## config.mk

```make
export PLATFORM = sky130hd
export DESIGN_NAME = grid_dda_raycaster_core
export DESIGN_NICKNAME = d
export VERILOG_FILES = /design/src/sv/gdr_pkg.sv /design/src/sv/gdr_front.sv /design/src/sv/gdr_div.sv /design/src/sv/gdr_back.sv /design/src/sv/grid_dda_raycaster_core.sv
export SDC_FILE = /design/constraint.sdc
export NUM_CORES = 2
export LEC_CHECK = 0
export ABC_CLOCK_PERIOD_IN_PS = 11800
export BUFFER_PORTS_ARGS = -buffer_cell sky130_fd_sc_hd__buf_2
export CORE_UTILIZATION = 30
export DETAILED_ROUTE_END_ITERATION = 8
export HOLD_SLACK_MARGIN = 0.15
export PLACE_DENSITY = 0.47
export SETUP_SLACK_MARGIN = 0.05
export SLEW_MARGIN = 20
export SYNTH_ARGS = -nofsm -noshare
export SYNTH_HDL_FRONTEND = slang
export SYNTH_HIERARCHICAL = 1
export SYNTH_SLANG_ARGS = --single-unit
```

## constraint.sdc

```tcl
create_clock -name clk -period 11.8 [get_ports clk]
set_input_delay 2.36 -clock clk [delete_from_list [all_inputs] [get_ports clk]]
set_output_delay 2.36 -clock clk [all_outputs]
set_load 0.02 [all_outputs]
```

## src/sv/gdr_pkg.sv

```systemverilog
// ----------------------------------------------------------------------------
// gdr_pkg: shared types, constants and helpers of the grid DDA ray caster
// Holds the map and angle sizing, the item and result records, the
// configuration record and the divider request/response records.
// ----------------------------------------------------------------------------
package gdr_pkg;

    // map and angle sizing
    localparam int MAP_SIZE   = 16;
    localparam int ANGLE_BITS = 12;
    localparam int MAP_IDX_W  = $clog2(MAP_SIZE);
    localparam int CELL_W     = MAP_IDX_W + 2;
    localparam int WALK_STEPS = 2 * MAP_SIZE + 2;
    localparam int WALK_CNT_W = $clog2(WALK_STEPS + 1);
    localparam logic [ANGLE_BITS-1:0] QUARTER = ANGLE_BITS'(1 << (ANGLE_BITS - 2));

    // sine polynomial coefficients, Q14
    localparam logic [15:0] ONE_Q14 = 16'd16384;
    localparam logic [15:0] SIN_A   = 16'd25736;
    localparam logic [15:0] SIN_B   = 16'd10512;
    localparam logic [15:0] SIN_C   = 16'd1160;
    localparam logic [23:0] MAX24   = 24'hFFFFFF;

    // datapath widths
    localparam int DIST_W  = 37;
    localparam int MUL_A_W = DIST_W;
    localparam int MUL_B_W = 16;
    localparam int MUL_P_W = MUL_A_W + MUL_B_W;
    localparam int DIV_N_W = 32;
    localparam int DIV_D_W = 16;
    localparam int DIV_CNT_W = $clog2(DIV_N_W + 1);

    // queue depth between front and back
    localparam int QDEPTH = 2;

    // item modes
    localparam logic MODE_WRITE_ROW = 1'b0;
    localparam logic MODE_CAST      = 1'b1;

    // register indexes (address bits [3:2])
    localparam logic [1:0] REG_FOV   = 2'd0;
    localparam logic [1:0] REG_WIDTH = 2'd1;
    localparam logic [1:0] REG_CELL  = 2'd2;

    localparam logic [11:0] FOV_RESET   = 12'd1024;
    localparam logic [10:0] WIDTH_RESET = 11'd800;
    localparam logic [7:0]  CELL_RESET  = 8'd32;

    typedef struct packed {
        logic        mode;
        logic [3:0]  row_index;
        logic [15:0] row_bits;
        logic [9:0]  column;
        logic [23:0] origin_x;
        logic [23:0] origin_y;
        logic [11:0] view_angle;
    } item_t;

    typedef struct packed {
        logic [23:0] hit_x;
        logic [23:0] hit_y;
        logic [23:0] distance;
        logic        hit_side;
        logic [3:0]  cell_x;
        logic [3:0]  cell_y;
        logic        out_of_map;
    } result_t;

    typedef struct packed {
        logic [11:0] field_of_view;
        logic [10:0] screen_width;
        logic [7:0]  cell_size;
    } cfg_t;

    typedef struct packed {
        logic               start;
        logic [DIV_N_W-1:0] num;
        logic [DIV_D_W-1:0] den;
    } div_req_t;

    typedef struct packed {
        logic               busy;
        logic               done;
        logic [DIV_N_W-1:0] quo;
        logic [DIV_D_W-1:0] rem;
    } div_rsp_t;

    typedef struct packed {
        logic [15:0] t;
        logic        neg;
    } sine_arg_t;

    // fold an angle into a quarter-wave argument and a sign
    function automatic sine_arg_t sine_arg(input logic [ANGLE_BITS-1:0] a);
        sine_arg_t   r;
        logic [1:0]  q;
        logic [15:0] t0;
        q  = a[ANGLE_BITS-1:ANGLE_BITS-2];
        t0 = 16'(32'(a[ANGLE_BITS-3:0]) << (16 - ANGLE_BITS));
        r.t   = q[0] ? (ONE_Q14 - t0) : t0;
        r.neg = q[1];
        return r;
    endfunction

endpackage

```

## src/sv/gdr_front.sv

```systemverilog
// ----------------------------------------------------------------------------
// gdr_front: input side of the ray caster
// Accepts stream transactions, unpacks them into item records and holds
// them in a short queue for the back end.
// ----------------------------------------------------------------------------
module gdr_front
(
    input  logic            clk,
    input  logic            rst_n,
    input  logic            s_tvalid,
    output logic            s_tready,
    input  logic [95:0]     s_tdata,   // row_index, row_bits, column, origin_x,
                                       // origin_y, view_angle, zero fill
    input  logic            s_tuser,   // mode
    output logic            q_valid,
    output gdr_pkg::item_t  q_item,
    input  logic            q_pop
);

    gdr_pkg::item_t entry_reg [gdr_pkg::QDEPTH];
    logic           wr_ptr_reg, wr_ptr_next;
    logic           rd_ptr_reg, rd_ptr_next;
    logic [1:0]     count_reg, count_next;
    gdr_pkg::item_t in_item;
    logic           push;

    // unpack the incoming transaction
    always_comb
    begin
        in_item.mode       = s_tuser;
        in_item.row_index  = s_tdata[3:0];
        in_item.row_bits   = s_tdata[19:4];
        in_item.column     = s_tdata[29:20];
        in_item.origin_x   = s_tdata[53:30];
        in_item.origin_y   = s_tdata[77:54];
        in_item.view_angle = s_tdata[89:78];
    end

    assign s_tready = (count_reg != 2'(gdr_pkg::QDEPTH));
    assign push     = s_tvalid && s_tready;
    assign q_valid  = (count_reg != 2'd0);
    assign q_item   = entry_reg[rd_ptr_reg];

    // advance pointers and fill count
    always_comb
    begin
        wr_ptr_next = push ? ~wr_ptr_reg : wr_ptr_reg;
        rd_ptr_next = q_pop ? ~rd_ptr_reg : rd_ptr_reg;
        count_next  = count_reg + 2'(push) - 2'(q_pop);
    end

    always_ff @(posedge clk or negedge rst_n)
    begin
        if (!rst_n)
        begin
            wr_ptr_reg <= 1'b0;
            rd_ptr_reg <= 1'b0;
            count_reg  <= 2'd0;
        end
        else
        begin
            wr_ptr_reg <= wr_ptr_next;
            rd_ptr_reg <= rd_ptr_next;
            count_reg  <= count_next;
        end
    end

    // store payload
    always_ff @(posedge clk)
    begin
        if (push)
        begin
            entry_reg[wr_ptr_reg] <= in_item;
        end
    end

    a_count_bound: assert property (@(posedge clk) disable iff (!rst_n)
        count_reg <= 2'(gdr_pkg::QDEPTH))
        else $error("queue fill count beyond depth");
    a_pop_nonempty: assert property (@(posedge clk) disable iff (!rst_n)
        q_pop |-> q_valid)
        else $error("pop from empty queue");

endmodule

```

## src/sv/gdr_div.sv

```systemverilog
// ----------------------------------------------------------------------------
// gdr_div: iterative restoring divider
// One quotient bit per cycle; raises done once all DIV_N_W quotient bits
// are in, with quotient and remainder ready.
// ----------------------------------------------------------------------------
module gdr_div
(
    input  logic              clk,
    input  logic              rst_n,
    input  gdr_pkg::div_req_t req,
    output gdr_pkg::div_rsp_t rsp
);

    logic [gdr_pkg::DIV_N_W-1:0]   num_reg;
    logic [gdr_pkg::DIV_D_W-1:0]   den_reg;
    logic [gdr_pkg::DIV_D_W-1:0]   rem_reg;
    logic [gdr_pkg::DIV_CNT_W-1:0] cnt_reg;
    logic                          busy_reg;
    logic                          done_reg;
    logic [gdr_pkg::DIV_D_W:0]     trial;
    logic                          fits;

    // trial subtract of the next dividend bit
    always_comb
    begin
        trial = {rem_reg, num_reg[gdr_pkg::DIV_N_W-1]};
        fits  = (trial >= {1'b0, den_reg});
    end

    always_ff @(posedge clk or negedge rst_n)
    begin
        if (!rst_n)
        begin
            busy_reg <= 1'b0;
            done_reg <= 1'b0;
            cnt_reg  <= '0;
        end
        else
        begin
            done_reg <= busy_reg && (cnt_reg == gdr_pkg::DIV_CNT_W'(1));
            if (req.start)
            begin
                busy_reg <= 1'b1;
                cnt_reg  <= gdr_pkg::DIV_CNT_W'(gdr_pkg::DIV_N_W);
            end
            else if (busy_reg)
            begin
                cnt_reg <= cnt_reg - 1'b1;
                if (cnt_reg == gdr_pkg::DIV_CNT_W'(1))
                begin
                    busy_reg <= 1'b0;
                end
            end
        end
    end

    // shift quotient bits in, keep partial remainder
    always_ff @(posedge clk)
    begin
        if (req.start)
        begin
            num_reg <= req.num;
            den_reg <= req.den;
            rem_reg <= '0;
        end
        else if (busy_reg)
        begin
            num_reg <= {num_reg[gdr_pkg::DIV_N_W-2:0], fits};
            rem_reg <= fits ? gdr_pkg::DIV_D_W'(trial - {1'b0, den_reg})
                            : trial[gdr_pkg::DIV_D_W-1:0];
        end
    end

    assign rsp.busy = busy_reg;
    assign rsp.done = done_reg;
    assign rsp.quo  = num_reg;
    assign rsp.rem  = rem_reg;

    a_done_idle: assert property (@(posedge clk) disable iff (!rst_n)
        done_reg |-> !busy_reg)
        else $error("divider done while still busy");

endmodule

```

## src/sv/gdr_back.sv

```systemverilog
// ----------------------------------------------------------------------------
// gdr_back: execution side of the ray caster
// Writes map rows, and for a ray: derives the angle, the direction from the
// sine polynomial, the cell and side distances through the shared divider,
// walks the grid one cell per cycle and forms the end point.
// ----------------------------------------------------------------------------
module gdr_back
(
    input  logic              clk,
    input  logic              rst_n,
    input  gdr_pkg::cfg_t     cfg,
    input  logic              q_valid,
    input  gdr_pkg::item_t    q_item,
    output logic              q_pop,
    output gdr_pkg::div_req_t div_req,
    input  gdr_pkg::div_rsp_t div_rsp,
    output logic              m_tvalid,
    input  logic              m_tready,
    output gdr_pkg::result_t  m_result
);

    localparam logic [3:0] ST_IDLE   = 4'd0;
    localparam logic [3:0] ST_AMUL   = 4'd1;
    localparam logic [3:0] ST_DSTART = 4'd2;
    localparam logic [3:0] ST_DWAIT  = 4'd3;
    localparam logic [3:0] ST_SQ     = 4'd4;
    localparam logic [3:0] ST_SC     = 4'd5;
    localparam logic [3:0] ST_SI     = 4'd6;
    localparam logic [3:0] ST_SO     = 4'd7;
    localparam logic [3:0] ST_SR     = 4'd8;
    localparam logic [3:0] ST_WALK   = 4'd9;
    localparam logic [3:0] ST_EX     = 4'd10;
    localparam logic [3:0] ST_EY     = 4'd11;
    localparam logic [3:0] ST_EF     = 4'd12;
    localparam logic [3:0] ST_OUT    = 4'd13;

    localparam logic [2:0] J_ANG = 3'd0;
    localparam logic [2:0] J_MX  = 3'd1;
    localparam logic [2:0] J_MY  = 3'd2;
    localparam logic [2:0] J_DDX = 3'd3;
    localparam logic [2:0] J_SX  = 3'd4;
    localparam logic [2:0] J_DDY = 3'd5;
    localparam logic [2:0] J_SY  = 3'd6;

    localparam int DW = gdr_pkg::DIST_W;
    localparam int CW = gdr_pkg::CELL_W;
    localparam int IW = gdr_pkg::MAP_IDX_W;
    localparam int AB = gdr_pkg::ANGLE_BITS;

    // end point: origin moved by the truncated offset, clamped to 24 bits
    function automatic logic [23:0] end_coord(input logic [23:0] o,
                                              input logic [gdr_pkg::MUL_P_W-15:0] off,
                                              input logic neg);
        logic [gdr_pkg::MUL_P_W-14:0] v;
        if (neg)
        begin
            v = (off > (gdr_pkg::MUL_P_W-14)'(o)) ? '0
                : (gdr_pkg::MUL_P_W-13)'(o) - (gdr_pkg::MUL_P_W-13)'(off);
        end
        else
        begin
            v = (gdr_pkg::MUL_P_W-13)'(o) + (gdr_pkg::MUL_P_W-13)'(off);
        end
        return (v > (gdr_pkg::MUL_P_W-13)'(gdr_pkg::MAX24)) ? gdr_pkg::MAX24 : v[23:0];
    endfunction

    logic [3:0]                  state_reg, state_next;
    logic [2:0]                  job_reg, job_next;

    logic [gdr_pkg::MAP_SIZE-1:0] wall_map_reg [gdr_pkg::MAP_SIZE];
    gdr_pkg::item_t              item_reg;
    logic [gdr_pkg::MUL_A_W-1:0] mul_a;
    logic [gdr_pkg::MUL_B_W-1:0] mul_b;
    logic [gdr_pkg::MUL_P_W-1:0] prod_reg;
    logic [AB-1:0]               ang_reg;
    logic [15:0]                 t_reg;
    logic                        sneg_reg;
    logic                        which_reg;
    logic [15:0]                 x2_reg;
    logic [15:0]                 magx_reg, magy_reg;
    logic                        negx_reg, negy_reg;
    logic [gdr_pkg::DIV_D_W-1:0] remx_reg, remy_reg;
    logic                        inmap_x_reg, inmap_y_reg;
    logic [CW-1:0]               cx_reg, cy_reg;
    logic [DW-1:0]               sx_reg, sy_reg, ddx_reg, ddy_reg, dist_reg;
    logic                        side_reg, outmap_reg;
    logic [gdr_pkg::WALK_CNT_W-1:0] walk_cnt_reg;
    logic [23:0]                 hitx_reg;
    logic [23:0]                 hity_reg;
    logic                        out_valid_reg;
    gdr_pkg::result_t            out_reg;

    logic [15:0]                 cellq;
    logic [15:0]                 sw_eff;
    logic [31:0]                 ang_full;
    logic [AB-1:0]               ang_new;
    gdr_pkg::sine_arg_t          arg_x, arg_y;
    logic [15:0]                 edge_x, edge_y;
    logic                        movex, movey, pick_y;
    logic [CW-1:0]               ncx, ncy;
    logic                        n_out, n_wall;
    logic                        out_free;
    logic [gdr_pkg::MAP_SIZE+15:0] row_ext;

    // effective configuration
    assign cellq  = {(cfg.cell_size == 8'd0) ? 8'd1 : cfg.cell_size, 8'd0};
    assign sw_eff = (cfg.screen_width == 11'd0) ? 16'd1 : 16'(cfg.screen_width);
    assign movex  = (magx_reg != 16'd0);
    assign movey  = (magy_reg != 16'd0);
    assign edge_x = negx_reg ? remx_reg : cellq - remx_reg;
    assign edge_y = negy_reg ? remy_reg : cellq - remy_reg;
    assign out_free = !out_valid_reg || m_tready;
    assign row_ext  = {{gdr_pkg::MAP_SIZE{1'b0}}, q_item.row_bits};

    // ray angle from the angle divide quotient
    assign ang_full = 32'(item_reg.view_angle) + 32'(cfg.field_of_view >> 1) - div_rsp.quo;
    assign ang_new  = ang_full[AB-1:0];
    assign arg_x    = gdr_pkg::sine_arg(ang_new + gdr_pkg::QUARTER);
    assign arg_y    = gdr_pkg::sine_arg(ang_reg);

    // one DDA step: pick an axis, move, test bounds and wall
    always_comb
    begin
        pick_y = movey && (!movex || (sy_reg < sx_reg));
        ncx = cx_reg;
        ncy = cy_reg;
        if (pick_y)
        begin
            ncy = negy_reg ? cy_reg - 1'b1 : cy_reg + 1'b1;
        end
        else
        begin
            ncx = negx_reg ? cx_reg - 1'b1 : cx_reg + 1'b1;
        end
        n_out = ncx[CW-1] || (ncx[CW-2:0] >= (CW-1)'(gdr_pkg::MAP_SIZE))
             || ncy[CW-1] || (ncy[CW-2:0] >= (CW-1)'(gdr_pkg::MAP_SIZE));
        n_wall = !n_out && wall_map_reg[ncy[IW-1:0]][ncx[IW-1:0]];
    end

    // multiplier operand select
    always_comb
    begin
        mul_a = '0;
        mul_b = '0;
        case (state_reg)
            ST_AMUL:
            begin
                mul_a = gdr_pkg::MUL_A_W'(item_reg.column);
                mul_b = gdr_pkg::MUL_B_W'(cfg.field_of_view);
            end
            ST_SQ:
            begin
                mul_a = gdr_pkg::MUL_A_W'(t_reg);
                mul_b = t_reg;
            end
            ST_SC:
            begin
                mul_a = gdr_pkg::MUL_A_W'(prod_reg[29:14]);
                mul_b = gdr_pkg::SIN_C;
            end
            ST_SI:
            begin
                mul_a = gdr_pkg::MUL_A_W'(x2_reg);
                mul_b = gdr_pkg::SIN_B - prod_reg[29:14];
            end
            ST_SO:
            begin
                mul_a = gdr_pkg::MUL_A_W'(t_reg);
                mul_b = gdr_pkg::SIN_A - prod_reg[29:14];
            end
            ST_EX:
            begin
                mul_a = dist_reg;
                mul_b = magx_reg;
            end
            ST_EY:
            begin
                mul_a = dist_reg;
                mul_b = magy_reg;
            end
            default:
            begin
                mul_a = '0;
                mul_b = '0;
            end
        endcase
    end

    // divider request
    always_comb
    begin
        div_req.start = (state_reg == ST_DSTART);
        div_req.num   = '0;
        div_req.den   = 16'd1;
        case (job_reg)
            J_ANG:
            begin
                div_req.num = prod_reg[31:0];
                div_req.den = sw_eff;
            end
            J_MX:
            begin
                div_req.num = 32'(item_reg.origin_x);
                div_req.den = cellq;
            end
            J_MY:
            begin
                div_req.num = 32'(item_reg.origin_y);
                div_req.den = cellq;
            end
            J_DDX:
            begin
                div_req.num = 32'(cellq) << 14;
                div_req.den = magx_reg;
            end
            J_SX:
            begin
                div_req.num = 32'(edge_x) << 14;
                div_req.den = magx_reg;
            end
            J_DDY:
            begin
                div_req.num = 32'(cellq) << 14;
                div_req.den = magy_reg;
            end
            J_SY:
            begin
                div_req.num = 32'(edge_y) << 14;
                div_req.den = magy_reg;
            end
            default:
            begin
                div_req.num = '0;
                div_req.den = 16'd1;
            end
        endcase
    end

    // sequencer
    always_comb
    begin
        state_next = state_reg;
        job_next   = job_reg;
        q_pop      = 1'b0;
        case (state_reg)
            ST_IDLE:
            begin
                if (q_valid)
                begin
                    q_pop = 1'b1;
                    if (q_item.mode == gdr_pkg::MODE_CAST)
                    begin
                        state_next = ST_AMUL;
                    end
                end
            end
            ST_AMUL:
            begin
                job_next   = J_ANG;
                state_next = ST_DSTART;
            end
            ST_DSTART:
            begin
                state_next = ST_DWAIT;
            end
            ST_DWAIT:
            begin
                if (div_rsp.done)
                begin
                    state_next = ST_DSTART;
                    case (job_reg)
                        J_ANG: state_next = ST_SQ;
                        J_MX:  job_next = J_MY;
                        J_MY:
                        begin
                            if (movex)
                            begin
                                job_next = J_DDX;
                            end
                            else if (movey)
                            begin
                                job_next = J_DDY;
                            end
                            else
                            begin
                                state_next = ST_WALK;
                            end
                        end
                        J_DDX: job_next = J_SX;
                        J_SX:
                        begin
                            if (movey)
                            begin
                                job_next = J_DDY;
                            end
                            else
                            begin
                                state_next = ST_WALK;
                            end
                        end
                        J_DDY: job_next = J_SY;
                        default: state_next = ST_WALK;
                    endcase
                end
            end
            ST_SQ: state_next = ST_SC;
            ST_SC: state_next = ST_SI;
            ST_SI: state_next = ST_SO;
            ST_SO: state_next = ST_SR;
            ST_SR:
            begin
                if (which_reg)
                begin
                    job_next   = J_MX;
                    state_next = ST_DSTART;
                end
                else
                begin
                    state_next = ST_SQ;
                end
            end
            ST_WALK:
            begin
                if (!(inmap_x_reg && inmap_y_reg) || n_out || n_wall
                    || (walk_cnt_reg == gdr_pkg::WALK_CNT_W'(gdr_pkg::WALK_STEPS - 1)))
                begin
                    state_next = ST_EX;
                end
            end
            ST_EX: state_next = ST_EY;
            ST_EY: state_next = ST_EF;
            ST_EF: state_next = ST_OUT;
            ST_OUT:
            begin
                if (out_free)
                begin
                    state_next = ST_IDLE;
                end
            end
            default: state_next = ST_IDLE;
        endcase
    end

    always_ff @(posedge clk or negedge rst_n)
    begin
        if (!rst_n)
        begin
            state_reg     <= ST_IDLE;
            job_reg       <= J_ANG;
            out_valid_reg <= 1'b0;
            for (int i = 0; i < gdr_pkg::MAP_SIZE; i++)
            begin
                wall_map_reg[i] <= '0;
            end
        end
        else
        begin
            state_reg <= state_next;
            job_reg   <= job_next;
            // write a map row in order with the rays
            if (q_pop && (q_item.mode == gdr_pkg::MODE_WRITE_ROW)
                && (32'(q_item.row_index) < 32'(gdr_pkg::MAP_SIZE)))
            begin
                wall_map_reg[IW'(q_item.row_index)] <= row_ext[gdr_pkg::MAP_SIZE-1:0];
            end
            // output register: load on finish, drop on take
            if ((state_reg == ST_OUT) && out_free)
            begin
                out_valid_reg <= 1'b1;
            end
            else if (m_tready)
            begin
                out_valid_reg <= 1'b0;
            end
        end
    end

    // datapath registers
    always_ff @(posedge clk)
    begin
        prod_reg <= gdr_pkg::MUL_P_W'(mul_a) * gdr_pkg::MUL_P_W'(mul_b);
        if (q_pop)
        begin
            item_reg <= q_item;
        end
        case (state_reg)
            ST_DWAIT:
            begin
                if (div_rsp.done)
                begin
                    case (job_reg)
                        J_ANG:
                        begin
                            ang_reg   <= ang_new;
                            t_reg     <= arg_x.t;
                            sneg_reg  <= arg_x.neg;
                            which_reg <= 1'b0;
                        end
                        J_MX:
                        begin
                            remx_reg    <= div_rsp.rem;
                            inmap_x_reg <= (div_rsp.quo < 32'(gdr_pkg::MAP_SIZE));
                            cx_reg      <= CW'(div_rsp.quo);
                        end
                        J_MY:
                        begin
                            remy_reg    <= div_rsp.rem;
                            inmap_y_reg <= (div_rsp.quo < 32'(gdr_pkg::MAP_SIZE));
                            cy_reg      <= CW'(div_rsp.quo);
                        end
                        J_DDX: ddx_reg <= DW'(div_rsp.quo);
                        J_SX:  sx_reg  <= DW'(div_rsp.quo);
                        J_DDY: ddy_reg <= DW'(div_rsp.quo);
                        J_SY:  sy_reg  <= DW'(div_rsp.quo);
                        default: ddx_reg <= ddx_reg;
                    endcase
                end
            end
            ST_SC:
            begin
                x2_reg <= prod_reg[29:14];
            end
            ST_SR:
            begin
                if (which_reg)
                begin
                    magy_reg <= prod_reg[29:14];
                    negy_reg <= sneg_reg && (prod_reg[29:14] != 16'd0);
                end
                else
                begin
                    magx_reg  <= prod_reg[29:14];
                    negx_reg  <= sneg_reg && (prod_reg[29:14] != 16'd0);
                    t_reg     <= arg_y.t;
                    sneg_reg  <= arg_y.neg;
                    which_reg <= 1'b1;
                end
                // clear walk state for the coming ray
                sx_reg       <= '0;
                sy_reg       <= '0;
                ddx_reg      <= '0;
                ddy_reg      <= '0;
                dist_reg     <= '0;
                side_reg     <= 1'b0;
                outmap_reg   <= 1'b1;
                walk_cnt_reg <= '0;
            end
            ST_WALK:
            begin
                if (inmap_x_reg && inmap_y_reg)
                begin
                    cx_reg       <= ncx;
                    cy_reg       <= ncy;
                    walk_cnt_reg <= walk_cnt_reg + 1'b1;
                    outmap_reg   <= !n_wall;
                    if (pick_y)
                    begin
                        dist_reg <= sy_reg;
                        sy_reg   <= sy_reg + ddy_reg;
                        side_reg <= 1'b1;
                    end
                    else
                    begin
                        dist_reg <= sx_reg;
                        sx_reg   <= sx_reg + ddx_reg;
                        side_reg <= 1'b0;
                    end
                end
            end
            ST_EY:
            begin
                hitx_reg <= end_coord(item_reg.origin_x, prod_reg[gdr_pkg::MUL_P_W-1:14],
                                      negx_reg);
            end
            ST_EF:
            begin
                hity_reg <= end_coord(item_reg.origin_y, prod_reg[gdr_pkg::MUL_P_W-1:14],
                                      negy_reg);
            end
            ST_OUT:
            begin
                if (out_free)
                begin
                    out_reg.hit_x      <= hitx_reg;
                    out_reg.hit_y      <= hity_reg;
                    out_reg.distance   <= (dist_reg > DW'(gdr_pkg::MAX24))
                                          ? gdr_pkg::MAX24 : dist_reg[23:0];
                    out_reg.hit_side   <= side_reg;
                    out_reg.cell_x     <= outmap_reg ? 4'd0 : cx_reg[3:0];
                    out_reg.cell_y     <= outmap_reg ? 4'd0 : cy_reg[3:0];
                    out_reg.out_of_map <= outmap_reg;
                end
            end
            default:
            begin
                x2_reg <= x2_reg;
            end
        endcase
    end

    assign m_tvalid = out_valid_reg;
    assign m_result = out_reg;

    a_walk_bound: assert property (@(posedge clk) disable iff (!rst_n)
        (state_reg == ST_WALK) |-> (walk_cnt_reg < gdr_pkg::WALK_CNT_W'(gdr_pkg::WALK_STEPS)))
        else $error("grid walk ran past its step limit");
    a_div_free: assert property (@(posedge clk) disable iff (!rst_n)
        (state_reg == ST_DSTART) |-> !div_rsp.busy)
        else $error("divide issued while divider busy");
    a_pop_idle: assert property (@(posedge clk) disable iff (!rst_n)
        q_pop |-> (state_reg == ST_IDLE))
        else $error("queue popped while a ray is in flight");

endmodule

```

## src/sv/grid_dda_raycaster_core.sv

```systemverilog
// ----------------------------------------------------------------------------
// grid_dda_raycaster_core: grid DDA ray caster, top level
// Map row writes give no result. A ray runs up to seven divides on the shared
// 1-bit/cycle divider, the sine polynomial on one multiplier and a grid walk
// of one grid cell per cycle, then forms the end point; rays are processed
// one at a time.
// Asynchronous active-low reset clears the map, the queue and the output.
// ----------------------------------------------------------------------------
module grid_dda_raycaster_core
(
    input  logic        clk,
    input  logic        rst_n,
    input  logic        s_tvalid,
    output logic        s_tready,
    input  logic [95:0] s_tdata,   // row_index[3:0], row_bits[19:4], column[29:20],
                                   // origin_x[53:30], origin_y[77:54],
                                   // view_angle[89:78], zero fill
    input  logic        s_tuser,   // mode
    output logic        m_tvalid,
    input  logic        m_tready,
    output logic [87:0] m_tdata,   // hit_x[23:0], hit_y[47:24], distance[71:48],
                                   // hit_side[72], cell_x[76:73], cell_y[80:77],
                                   // zero fill
    output logic        m_tuser,   // out_of_map
    input  logic        psel,
    input  logic        penable,
    input  logic        pwrite,
    input  logic [3:0]  paddr,
    input  logic [31:0] pwdata,
    output logic [31:0] prdata,
    output logic        pready
);

    gdr_pkg::cfg_t     cfg_reg;
    gdr_pkg::item_t    q_item;
    logic              q_valid;
    logic              q_pop;
    gdr_pkg::div_req_t div_req;
    gdr_pkg::div_rsp_t div_rsp;
    gdr_pkg::result_t  result;
    logic              cfg_wr;

    assign pready = 1'b1;
    assign cfg_wr = psel && penable && pwrite && pready;

    // configuration registers
    always_ff @(posedge clk or negedge rst_n)
    begin
        if (!rst_n)
        begin
            cfg_reg.field_of_view <= gdr_pkg::FOV_RESET;
            cfg_reg.screen_width  <= gdr_pkg::WIDTH_RESET;
            cfg_reg.cell_size     <= gdr_pkg::CELL_RESET;
        end
        else if (cfg_wr)
        begin
            case (paddr[3:2])
                gdr_pkg::REG_FOV:   cfg_reg.field_of_view <= pwdata[11:0];
                gdr_pkg::REG_WIDTH: cfg_reg.screen_width  <= pwdata[10:0];
                gdr_pkg::REG_CELL:  cfg_reg.cell_size     <= pwdata[7:0];
                default:            cfg_reg <= cfg_reg;
            endcase
        end
    end

    // register read back
    always_comb
    begin
        case (paddr[3:2])
            gdr_pkg::REG_FOV:   prdata = 32'(cfg_reg.field_of_view);
            gdr_pkg::REG_WIDTH: prdata = 32'(cfg_reg.screen_width);
            gdr_pkg::REG_CELL:  prdata = 32'(cfg_reg.cell_size);
            default:            prdata = 32'd0;
        endcase
    end

    gdr_front u_front
    (
        .clk      (clk),
        .rst_n    (rst_n),
        .s_tvalid (s_tvalid),
        .s_tready (s_tready),
        .s_tdata  (s_tdata),
        .s_tuser  (s_tuser),
        .q_valid  (q_valid),
        .q_item   (q_item),
        .q_pop    (q_pop)
    );

    gdr_div u_div
    (
        .clk   (clk),
        .rst_n (rst_n),
        .req   (div_req),
        .rsp   (div_rsp)
    );

    gdr_back u_back
    (
        .clk      (clk),
        .rst_n    (rst_n),
        .cfg      (cfg_reg),
        .q_valid  (q_valid),
        .q_item   (q_item),
        .q_pop    (q_pop),
        .div_req  (div_req),
        .div_rsp  (div_rsp),
        .m_tvalid (m_tvalid),
        .m_tready (m_tready),
        .m_result (result)
    );

    // pack the result
    assign m_tdata = {7'd0, result.cell_y, result.cell_x, result.hit_side,
                      result.distance, result.hit_y, result.hit_x};
    assign m_tuser = result.out_of_map;

endmodule
```

==> results.md <==
- Status: finished with violations
- Violated checks: DRC
- Final Cycle Share: 94.4%
- # fillers: 26800
- CTS root buf: clkbuf_16
- Crit path required time: 12.52 ns
- CTS tree: done
- Final std cells w/o fill: 11300
- Initial antenna violation count: 26
- Grt total ovfl: 0
- Final ANT Viol Nets: 0
- Gpl congestion: 0.920
- Proportion of power drawn by flip-flops and latches: a little under half
- CTS Hold Bufs: 0
- Share of cells above drive strength 1: 14.2%
- Fmax achieved: approximately 0.09 GHz
- Clk_skew: 0.0781 ns
- Pin count of the biggest net entering global routing: between 100 and 150
- Hold Vio Cnt, Final: 0
- Latest clock arrival within the worst-skew pair: 0.83 ns
- Post-Place Cells: between 10000 and 15000
- Worst rel slew slack: 21.6%
- Crit-path leading delay family: adder cells
- Mapped Cells: around 7600
- Pins Over Slew Limit: 0
- Combinational share of power: 13.3%
- Total number of vias: between 50000 and 60000
- Gr usage total: 20.1%
- LEAKAGE: 37.7 nW
- Internal power: around 0.0073 W
- Synth-to-layout area growth: 11.8%
- Psw: 0.00284 W
- Max H-tree Level: 4
- Cell Pwr Density: around 110 nW/um2
- Nets: roughly 8700
- DIE AREA: 269000 um2
- Vias in the first global route: roughly 60000
- Net Sw Frac: 28.1%
- Worst path most repeated cell: fa_1
- Die W: 518 um
- Critical path arrival: 11.87 ns
- CTS clk-pin slew, worst paths: 0.07 ns
- Clock power share: 40.6%
- Final wirelength: 273 mm
- DRT iter0 DRCs: roughly 5300
- Worst vdd ir: roughly 0.14 mV
- Avg Inst Size Synth: 10.5 um2
- CP bufs+invs: 5
- Critical Path Fanout Max: 24
- Die height: roughly 520 um
- Setup violators final: 0
- Wire length per cell: 24.1 um
- Worst hold path class: flip-flop to flip-flop
- Io pins: around 260
- Flip-flop count of the largest register after layout: 256
- Setup Buffers After CTS: 0
- Tmin final: 11.14 ns
- CTS sink count: 1110
- Synthesis Warnings: 6
- CTS Buf Count: roughly 130
- Post-cts sizing count: 0
- Slew @ Worst Pin: 1.14 ns
- Max-cap check violation count: 0
- Post-DR vias/cell: between 5 and 6
- DRC viols: 36
- IO Port Bufs: 207
- CTS max path bufs: 3
- Max stage delay on crit path: 0.90 ns
- WS Path Type: flip-flop to flip-flop
- Initial core utilization: 30.2%
- HPWL Detailed: 201 mm
- First-pass GRT wire length: 401 mm
- Core area: 265000 um2
- Critical path endpoint category: flip-flop
- TNS Setup: 0 ns
- Worst setup SP type: flip-flop
- CP max-delay cell: o221ai_4
- Row cnt: around 190
- Pre-Repair DR Iteration Count: 9
- Unrepaired setup endpoints after global routing: no
- Post-Syn Area: 80000 um2
==> cell usage in the layout, fill, tap and decap left out, types with 92 or more instances in the layout <==
master and instances:
ha_1 388, nand2_1 896, buf_2 206, a21o_1 98, fa_1 507, nor2_1 444
inv_1 858, a21oi_1 360, clkbuf_16 136, mux2_2 329, xnor2_1 132, nor3_1 92
nand3_1 117, edfxtp_1 734, nor2b_1 105, o21ai_0 216, buf_4 136, mux2i_1 185
and2_1 93, dfrtp_1 298
==> per-layer routing <==
metal	GRT usage [%]	routed length [um]	vias to the layer above
li1	-	-	26600
met3	3.25	17300	390
met5	0	114	-
met2	32.1	126000	1924
met1	27.0	120000	29900
met4	7.75	10500	18
==> power groups by stage <==
stage	sequential (W)	combinational [W]	clock [W]
after floorplan	0.00464	0.000909	0
after global placement	0.00474	0.00131	0
after detailed placement	0.00475	0.00133	0
after CTS	0.00467	0.00134	0.00423
after global routing	0.00469	0.00147	0.00437
final	0.00468	0.00134	0.00412
==> per-stage QoR <==
step / setup WS (ns) / hold WS (ns) / util, % / cell area [um2] / power (W)
after floorplan: 1.99 / 0.400 / - / 80100 / 0.00555
after global placement: 0.749 / 0.405 / 32.1 / 85000 / 0.00606
after detailed placement: 0.695 / 0.405 / 32.1 / 85000 / 0.00608
after CTS: 0.660 / 0.414 / 33.7 / 89400 / 0.0102
after global routing: 0.0770 / 0.424 / 33.7 / 89400 / 0.0105
final: 0.655 / 0.411 / 33.7 / 89400 / 0.0101
==> path summary, 6_finish.rpt <==
path	start	to	slack (ns)	cells past startpoint
max	u_back/state_reg[3]	u_back/prod_reg[49]	0.66	37
max reg2reg	u_back/state_reg[3]	u_back/prod_reg[49]	0.66	37
min	u_back/hitx_reg[11]	u_back/m_result[69]	0.41	0
min reg2reg	u_back/hitx_reg[11]	u_back/m_result[69]	0.41	0
min in group asynchronous	rst_n	u_back/wall_map_reg[110]	1.60	1
max in group asynchronous	rst_n	u_front/rd_ptr_reg	8.56	2
==> worst register-to-register path: cells and delay by family (launching register included) <==
family	cells	cell delay, ns
fa+ha+maj	8	3.82
buf+inv	5	0.58
flops	1	0.35
simple gates	12	3.08
xor+xnor	1	0.15
compound gates	11	3.08
==> final cells by class <==
cell class | instances | area, um2 | area share (%)
inverter | 864 | 3240 | 3.63
multi-input combinational | 5241 | 44100 | 49.4
sequential | 1110 | 31100 | 34.8
timing repair buffer | 346 | 2130 | 2.38
antenna | 11 | 27.5 | 0.0308
clock inverter | 61 | 703 | 0.786
clock buffer | 182 | 3660 | 4.09
tap | 3533 | 4420 | 4.94
Note: power is estimated with default switching activity, not from simulation.
